[src/design/ltne_pkg.sv]
// ltne_pkg: shared types and constants for the local timer next expiry block
// no dependencies; imported by ltne_muldiv, local_timer_next_expiry and the testbench

package ltne_pkg;

    // data widths
    localparam int TIME_W     = 64;
    localparam int CNT_W      = 32;
    localparam int PER_W      = CNT_W + 1;
    localparam int SH_W       = 3;
    localparam int CTRL_W     = 2;
    localparam int CFG_IDX_W  = 2;

    // iteration counts of the shared unit
    localparam int DIV_STEPS  = TIME_W;
    localparam int MUL_STEPS  = PER_W;
    localparam int STEP_CNT_W = $clog2(DIV_STEPS);

    // control register bits
    localparam int CTRL_MASK_BIT     = 0;
    localparam int CTRL_PERIODIC_BIT = 1;

    // configuration register indexes
    typedef enum logic [CFG_IDX_W-1:0] {
        REG_TIMER_CONTROL = 2'd0,
        REG_DIVIDE_SHIFT  = 2'd1,
        REG_INITIAL_COUNT = 2'd2,
        REG_LOAD_TIME     = 2'd3
    } cfg_reg_t;

    // operation of the shared divide/multiply unit
    typedef enum logic {
        MDU_DIV = 1'b0,
        MDU_MUL = 1'b1
    } mdu_op_t;

    // request from the sequencer to the shared unit
    typedef struct packed {
        logic    start;
        mdu_op_t op;
    } mdu_req_t;

    // sequencer states
    typedef enum logic [2:0] {
        S_IDLE   = 3'd0,
        S_SCALE  = 3'd1,
        S_DECIDE = 3'd2,
        S_DIV    = 3'd3,
        S_MUL    = 3'd4,
        S_ADD    = 3'd5,
        S_OUT    = 3'd6
    } state_t;

endpackage

[src/design/ltne_muldiv.sv]
// ltne_muldiv: iterative unit around one shared 64-bit adder
// restoring radix-2 divide (64 / 33 bits) or shift-add multiply (64 x 33 bits)
// depends on ltne_pkg

module ltne_muldiv (
    input  logic                          clk,
    input  logic                          rst_n,
    input  ltne_pkg::mdu_req_t            req,
    input  logic [ltne_pkg::TIME_W-1:0]   opnd_a,
    input  logic [ltne_pkg::PER_W-1:0]    opnd_p,
    output logic                          done,
    output logic [ltne_pkg::TIME_W-1:0]   result
);
    import ltne_pkg::*;

    localparam int PAD_TRIAL = TIME_W - PER_W - 1;
    localparam int PAD_PER   = TIME_W - PER_W;

    logic                  busy_reg, busy_next;
    logic                  done_reg, done_next;
    logic [STEP_CNT_W-1:0] cnt_reg, cnt_next;
    mdu_op_t               op_reg, op_next;
    logic [TIME_W-1:0]     a_reg, a_next;
    logic [TIME_W-1:0]     r_reg, r_next;
    logic [PER_W-1:0]      p_reg, p_next;

    logic [TIME_W-1:0]     add_a;
    logic [TIME_W-1:0]     add_b;
    logic                  add_sub;
    logic [TIME_W:0]       sum;
    logic                  carry;

    // shared adder operands
    always_comb
    begin
        if (op_reg == MDU_DIV)
        begin
            add_a   = {{PAD_TRIAL{1'b0}}, r_reg[PER_W-1:0], a_reg[TIME_W-1]};
            add_b   = {{PAD_PER{1'b0}}, p_reg};
            add_sub = 1'b1;
        end
        else
        begin
            add_a   = r_reg;
            add_b   = a_reg;
            add_sub = 1'b0;
        end
    end

    // the one adder/subtractor
    assign sum   = {1'b0, add_a} + {1'b0, (add_sub ? ~add_b : add_b)}
                 + {{TIME_W{1'b0}}, add_sub};
    assign carry = sum[TIME_W];

    // step logic
    always_comb
    begin
        busy_next = busy_reg;
        done_next = 1'b0;
        cnt_next  = cnt_reg;
        op_next   = op_reg;
        a_next    = a_reg;
        r_next    = r_reg;
        p_next    = p_reg;
        if (req.start)
        begin
            busy_next = 1'b1;
            op_next   = req.op;
            a_next    = opnd_a;
            r_next    = '0;
            p_next    = opnd_p;
            cnt_next  = (req.op == MDU_DIV) ? STEP_CNT_W'(DIV_STEPS - 1)
                                            : STEP_CNT_W'(MUL_STEPS - 1);
        end
        else if (busy_reg)
        begin
            if (op_reg == MDU_DIV)
            begin
                // keep the difference when the trial remainder covers the period
                r_next = carry ? {{PAD_PER{1'b0}}, sum[PER_W-1:0]}
                               : {{PAD_PER{1'b0}}, add_a[PER_W-1:0]};
                a_next = {a_reg[TIME_W-2:0], carry};
            end
            else
            begin
                // add the shifted multiplicand for each set multiplier bit
                if (p_reg[0])
                begin
                    r_next = sum[TIME_W-1:0];
                end
                a_next = {a_reg[TIME_W-2:0], 1'b0};
                p_next = {1'b0, p_reg[PER_W-1:1]};
            end
            cnt_next = cnt_reg - STEP_CNT_W'(1);
            if (cnt_reg == '0)
            begin
                busy_next = 1'b0;
                done_next = 1'b1;
            end
        end
    end

    // control registers
    always_ff @(posedge clk or negedge rst_n)
    begin
        if (!rst_n)
        begin
            busy_reg <= 1'b0;
            done_reg <= 1'b0;
            cnt_reg  <= '0;
        end
        else
        begin
            busy_reg <= busy_next;
            done_reg <= done_next;
            cnt_reg  <= cnt_next;
        end
    end

    // operand registers
    always_ff @(posedge clk)
    begin
        op_reg <= op_next;
        a_reg  <= a_next;
        r_reg  <= r_next;
        p_reg  <= p_next;
    end

    assign done   = done_reg;
    assign result = (op_reg == MDU_DIV) ? a_reg : r_reg;

endmodule

[src/design/local_timer_next_expiry.sv]
// local_timer_next_expiry: sequencer and timer registers around ltne_muldiv, uses ltne_pkg
// out_valid rises in S_OUT after S_SCALE and S_DECIDE when masked, expired or periodic with
// zero count; a live one-shot passes S_ADD as well, and periodic mode runs the 64-step
// divide (S_DIV) and 33-step multiply (S_MUL) in ltne_muldiv before S_ADD. One transaction
// at a time; the next is accepted the cycle after the result is taken.
// Reset (rst_n, async low) masks the timer and clears held next time, shift, count and load.

module local_timer_next_expiry (
    input  logic                                 clk,
    input  logic                                 rst_n,
    // configuration writes
    input  logic                                 cfg_wr_en,
    input  logic [ltne_pkg::CFG_IDX_W-1:0]       cfg_index,
    input  logic [ltne_pkg::TIME_W-1:0]          cfg_wr_data,
    // input channel
    input  logic                                 in_valid,
    output logic                                 in_stall,
    input  logic signed [ltne_pkg::TIME_W-1:0]   now_time,
    // output channel
    output logic                                 out_valid,
    input  logic                                 out_stall,
    output logic                                 armed,
    output logic signed [ltne_pkg::TIME_W-1:0]   expiry_time,
    output logic signed [ltne_pkg::TIME_W-1:0]   held_next_time
);
    import ltne_pkg::*;

    state_t               state_reg, state_next;

    logic [CTRL_W-1:0]    ctrl_reg;
    logic [SH_W-1:0]      shift_reg;
    logic [CNT_W-1:0]     count_reg;
    logic [TIME_W-1:0]    load_reg;

    logic [TIME_W-1:0]    now_reg;
    logic [TIME_W-1:0]    elapsed_reg;
    logic [TIME_W-1:0]    ticks_reg;
    logic                 armed_reg;
    logic [TIME_W-1:0]    deadline_reg;

    logic [PER_W-1:0]     period;
    logic [TIME_W-1:0]    diff;
    logic                 masked;
    logic                 periodic;
    logic                 oneshot_live;
    logic                 in_accept;

    mdu_req_t             mdu_req;
    logic                 mdu_done;
    logic [TIME_W-1:0]    mdu_result;
    logic [TIME_W-1:0]    mdu_opnd_a;

    assign period       = {1'b0, count_reg} + PER_W'(1);
    assign diff         = now_reg - load_reg;
    assign masked       = ctrl_reg[CTRL_MASK_BIT];
    assign periodic     = ctrl_reg[CTRL_PERIODIC_BIT];
    assign oneshot_live = elapsed_reg[TIME_W-1]
                        || (elapsed_reg < {{(TIME_W-CNT_W){1'b0}}, count_reg});
    assign in_accept    = in_valid && !in_stall;

    // configuration registers
    always_ff @(posedge clk or negedge rst_n)
    begin
        if (!rst_n)
        begin
            ctrl_reg  <= CTRL_W'(1);
            shift_reg <= '0;
            count_reg <= '0;
            load_reg  <= '0;
        end
        else if (cfg_wr_en)
        begin
            unique case (cfg_reg_t'(cfg_index))
                REG_TIMER_CONTROL: ctrl_reg  <= cfg_wr_data[CTRL_W-1:0];
                REG_DIVIDE_SHIFT:  shift_reg <= cfg_wr_data[SH_W-1:0];
                REG_INITIAL_COUNT: count_reg <= cfg_wr_data[CNT_W-1:0];
                REG_LOAD_TIME:     load_reg  <= cfg_wr_data;
                default:           ctrl_reg  <= ctrl_reg;
            endcase
        end
    end

    // next state
    always_comb
    begin
        state_next = state_reg;
        unique case (state_reg)
            S_IDLE:
            begin
                if (in_valid)
                begin
                    state_next = S_SCALE;
                end
            end
            S_SCALE:
            begin
                state_next = S_DECIDE;
            end
            S_DECIDE:
            begin
                priority if (masked)
                begin
                    state_next = S_OUT;
                end
                else if (periodic)
                begin
                    state_next = (count_reg == '0) ? S_OUT : S_DIV;
                end
                else
                begin
                    state_next = oneshot_live ? S_ADD : S_OUT;
                end
            end
            S_DIV:
            begin
                if (mdu_done)
                begin
                    state_next = S_MUL;
                end
            end
            S_MUL:
            begin
                if (mdu_done)
                begin
                    state_next = S_ADD;
                end
            end
            S_ADD:
            begin
                state_next = S_OUT;
            end
            S_OUT:
            begin
                if (!out_stall)
                begin
                    state_next = S_IDLE;
                end
            end
            default:
            begin
                state_next = S_IDLE;
            end
        endcase
    end

    // state outputs
    always_comb
    begin
        in_stall      = 1'b1;
        out_valid     = 1'b0;
        mdu_req.start = 1'b0;
        mdu_req.op    = MDU_DIV;
        unique case (state_reg)
            S_IDLE:
            begin
                in_stall = 1'b0;
            end
            S_DECIDE:
            begin
                mdu_req.start = !masked && periodic && (count_reg != '0);
                mdu_req.op    = MDU_DIV;
            end
            S_DIV:
            begin
                mdu_req.start = mdu_done;
                mdu_req.op    = MDU_MUL;
            end
            S_OUT:
            begin
                out_valid = 1'b1;
            end
            default:
            begin
                in_stall = 1'b1;
            end
        endcase
    end

    // multiplicand is quotient plus one, dividend is the scaled elapsed time
    assign mdu_opnd_a = (state_reg == S_DIV) ? (mdu_result + TIME_W'(1)) : elapsed_reg;

    ltne_muldiv u_muldiv (
        .clk    (clk),
        .rst_n  (rst_n),
        .req    (mdu_req),
        .opnd_a (mdu_opnd_a),
        .opnd_p (period),
        .done   (mdu_done),
        .result (mdu_result)
    );

    // state register
    always_ff @(posedge clk or negedge rst_n)
    begin
        if (!rst_n)
        begin
            state_reg <= S_IDLE;
        end
        else
        begin
            state_reg <= state_next;
        end
    end

    // held next time and armed flag
    always_ff @(posedge clk or negedge rst_n)
    begin
        if (!rst_n)
        begin
            deadline_reg <= '0;
            armed_reg    <= 1'b0;
        end
        else
        begin
            if (state_reg == S_DECIDE)
            begin
                armed_reg <= !masked && (periodic ? (count_reg != '0) : oneshot_live);
            end
            if (state_reg == S_ADD)
            begin
                deadline_reg <= load_reg + (ticks_reg << shift_reg);
            end
        end
    end

    // working registers
    always_ff @(posedge clk)
    begin
        if (in_accept)
        begin
            now_reg <= now_time;
        end
        if (state_reg == S_SCALE)
        begin
            elapsed_reg <= $unsigned($signed(diff) >>> shift_reg);
        end
        if (state_reg == S_DECIDE)
        begin
            ticks_reg <= {{(TIME_W-PER_W){1'b0}}, period};
        end
        else if (state_reg == S_MUL && mdu_done)
        begin
            ticks_reg <= mdu_result;
        end
    end

    assign armed          = armed_reg;
    assign expiry_time    = armed_reg ? deadline_reg : '1;
    assign held_next_time = deadline_reg;

endmodule

[config.mk]
export PLATFORM = sky130hd
export DESIGN_NAME = local_timer_next_expiry
export DESIGN_NICKNAME = d
export VERILOG_FILES = /design/src/design/ltne_pkg.sv /design/src/design/ltne_muldiv.sv /design/src/design/local_timer_next_expiry.sv
export SDC_FILE = /design/constraint.sdc
export NUM_CORES = 2
export LEC_CHECK = 0
export BUFFER_PORTS_ARGS = -buffer_cell sky130_fd_sc_hd__buf_2
export CELL_PAD_IN_SITES_DETAIL_PLACEMENT = 1
export CELL_PAD_IN_SITES_GLOBAL_PLACEMENT = 1
export CORE_MARGIN = 2
export CORE_UTILIZATION = 25
export DETAILED_ROUTE_END_ITERATION = 6
export PLACE_DENSITY_LB_ADDON = 0.1
export SLEW_MARGIN = 0
export SYNTH_ARGS = -nofsm -noshare
export SYNTH_HDL_FRONTEND = slang
export SYNTH_SLANG_ARGS = --single-unit
[constraint.sdc]
create_clock -name clk -period 15.58 [get_ports clk]
set_clock_uncertainty 0.2 [all_clocks]
set_input_delay 1.558 -clock clk [delete_from_list [all_inputs] [get_ports clk]]
set_output_delay 1.558 -clock clk [all_outputs]
set_load 0.1 [all_outputs]
==> results.py <==
metrics = {
    "status": {
        "status": "complete, no violations",
    },
    "worst_setup_path": {
        "cp.arrival_ns": 6.89,
        "crit_buf_inv": 5,
        "crit_top_cell": "a21oi_1",
        "start_kind": "register",
        "critPathMaxStageDelay_ns": 0.65,
        "cp_slowest_cell": "inv_2",
        "worstPathCellList": "buf_12 > inv_2 > buf_4 > buf_4 > nor2_1 > a21oi_1 > ha_1 > a21oi_1 > o21ai_0 > a211oi_1 > a21oi_1 > nor2_1 > nor2_1 > o21ai_1 > a41oi_2 > nor2_4 > buf_4 > mux2i_1 > a21oi_1",
        "cp.depth": 19,
        "critical_path.top_delay_family": "buffers and inverters",
        "reg2reg_depth": 19,
        "endpoint_kind": "register",
        "worstSetupPathType": "reg2reg",
        "critPathMaxFanout": 135,
        "crit_required_ns": 15.91,
    },
    "power": {
        "power_density_nw_per_um2": 237,
        "power_leakage_nw": 19.1,
        "finalPower_mw": 11.1,
        "ir_worst_vdd_uv": 168,
    },
    "min_path": {
        "hold_class": "reg2reg",
        "hold_depth": 2,
    },
    "clock_network": {
        "numCtsBuffers": 73,
        "root_buffer": "clkbuf_16",
        "clock_path_buffers": 3,
        "cts.sinks": 531,
        "clk_pin_slew_ns": 0.06,
        "clock_latency_ns": 0.68,
        "tritoncts": "done",
        "ctsResizeCount": 0,
        "post_cts_buffers": 0,
        "cts_hold_buf": 0,
        "h-tree-depth": 3,
    },
    "global_routing": {
        "grt_pass1_wl_um": 247000,
        "antenna_found_initial": 6,
        "first_global_vias": 36200,
        "grt_max_degree": 136,
        "grt_util_all_layers": 0.195,
        "gr-total-overflow": 0,
    },
    "yosys": {
        "ys_seq_area_frac": 0.344,
        "synthesis.area_um2": 41000,
        "yosysWarnings": 0,
        "synth_edf_count": 259,
        "synth_seq_cells": 531,
        "syn_area_per_cell_um2": 8.93,
        "syn_inst": 4588,
        "synth_area_leaders": "edfxtp_1 19%, dfrtp_1 11%, ha_1 6.9%",
        "synth_nets": 4951,
        "yosysUniqueCellTypes": 112,
        "synth_top_area_share": 0.190,
        "synth_top_area_cell": "edfxtp_1",
        "ys.flop_type": "edfxtp_1",
        "synthArstFlopShare": 0.333,
    },
    "sta": {
        "period_share": 0.421,
        "timing.fmax_mhz": 152,
        "hold_violations": 0,
        "setup_violations": 0,
        "tns_ns": 0,
        "timing.hold.ws_ns": 0.247,
        "rsz0062_at_grt": "false",
        "setup_ws_ns": 9.02,
        "tightestPinTransition_ns": 1.28,
        "min_period_ns": 6.56,
        "relSlewSlack": 0.138,
        "maxSlewViolCount": 0,
    },
    "die": {
        "dieWidth_um": 409,
        "die_h_um": 409,
        "coreArea_um2": 163000,
        "start_util": 0.252,
        "dieArea_um2": 167000,
        "ioPinCount": 266,
        "row_count": 148,
    },
    "run": {
        "cap_violations": 0,
    },
    "placement": {
        "place_inst": 6798,
        "post-dp-hpwl_um": 132000,
        "pre_cts_ws_ns": 9.19,
        "placed_area_um2": 44400,
        "gp_congestion": 0.828,
        "port_buffers": 265,
    },
    "final_layout": {
        "multi_input_area_um2": 25200,
        "fill_cells": 18900,
        "final_cells": 6936,
        "final_core_util": 0.288,
        "drive_gt1_frac": 0.161,
        "fin_area_um2": 46900,
        "layout.nets": 5061,
        "regArea_um2": 14100,
        "area_delta_synth_final_pct": 14.4,
    },
    "routing": {
        "wire_per_inst_um": 24.0,
        "ant_nets": 0,
        "drtPass1Iterations": 5,
        "drt_iter0_markers": 2247,
        "route.detailed.drc": 0,
        "vias_per_cell": 5.09,
        "wirelength_um": 167000,
        "via_count": 35300,
    },
}
[worst min-delay path: stages (launching register included)]
cell and delay, ns:
dfxtp_1 0.31, nand2_1 0.05, o21ai_1 0.05
[logic make-up after synthesis]
logic type | after synthesis | share of synthesized area
simple gates | 1405 | 0.166
compound gates | 1288 | 0.195
flops | 531 | 0.344
xor+xnor | 264 | 0.0568
buf+inv | 460 | 0.0442
mux | 412 | 0.124
fa+ha+maj | 228 | 0.0701
[synthesized netlist by cell type, types with 44 or more instances]
| cell type | count |
|---|---|
| a31oi_1 | 44 |
| ha_1 | 225 |
| dfxtp_1 | 95 |
| nand2_1 | 409 |
| o21ai_0 | 324 |
| a211oi_1 | 70 |
| inv_1 | 183 |
| xnor2_1 | 162 |
| xor2_1 | 100 |
| dfrtp_1 | 176 |
| mux2_2 | 219 |
| nand2b_1 | 136 |
| edfxtp_1 | 259 |
| nor3_1 | 74 |
| mux4_2 | 54 |
| mux2i_1 | 139 |
| nor2_1 | 365 |
| clkbuf_1 | 215 |
| a21oi_1 | 445 |
| nand3_1 | 102 |
| nand4_1 | 71 |
| a21o_1 | 125 |
[placed cells by master (no fill, tap or decap), types with 79 or more instances in the layout]
master and instances:
nand2_1 406, o21ai_0 323, nand2b_1 136, nor2_1 364
xnor2_1 162, clkbuf_16 79, dfxtp_1 95, xor2_1 100
buf_2 264, mux2_2 219, nand3_1 101, dfrtp_1 172
a21o_1 125, mux2i_1 139, edfxtp_1 259, ha_1 225
a21oi_1 444, inv_1 180
[final cells by class]
class                      count  area share
sequential                   531       0.301
multi-input combinational   3597       0.536
clock buffer                 102      0.0453
tap                         2175      0.0580
antenna                        3    0.000160
clock inverter                33     0.00864
timing repair buffer         309      0.0358
inverter                     186      0.0149
[report_power, final]
group	total, mW	switching (mW)	internal [mW]
registers	2.66	0.571	2.09
logic	6.64	4.53	2.11
clock network	1.82	0.717	1.10
[final timing paths]
path,from,slack (ns),end
min,u_muldiv.r_reg[51]$_SDFFE_PP0P_,0.25,u_muldiv.r_reg[51]$_SDFFE_PP0P_
max,u_muldiv.op_reg$_DFFE_PP_,9.02,u_muldiv.r_reg[19]$_SDFFE_PP0P_
max in group asynchronous,rst_n,12.60,load_reg[59]$_DFFE_PN0P_
min reg2reg,u_muldiv.r_reg[51]$_SDFFE_PP0P_,0.25,u_muldiv.r_reg[51]$_SDFFE_PP0P_
min in group asynchronous,rst_n,0.75,held_next_time[2]$_DFFE_PN0P_
max reg2reg,u_muldiv.op_reg$_DFFE_PP_,9.02,u_muldiv.r_reg[19]$_SDFFE_PP0P_
[routing by layer]
metal  GRT usage  share of wire  vias up
met2       0.288           0.42      562
met1       0.302           0.53    17600
met4      0.0436          0.017        0
li1            -              -    16900
met5           0              0        -
met3      0.0182          0.030      122
No activity file was read; power rests on OpenSTA's default activity.
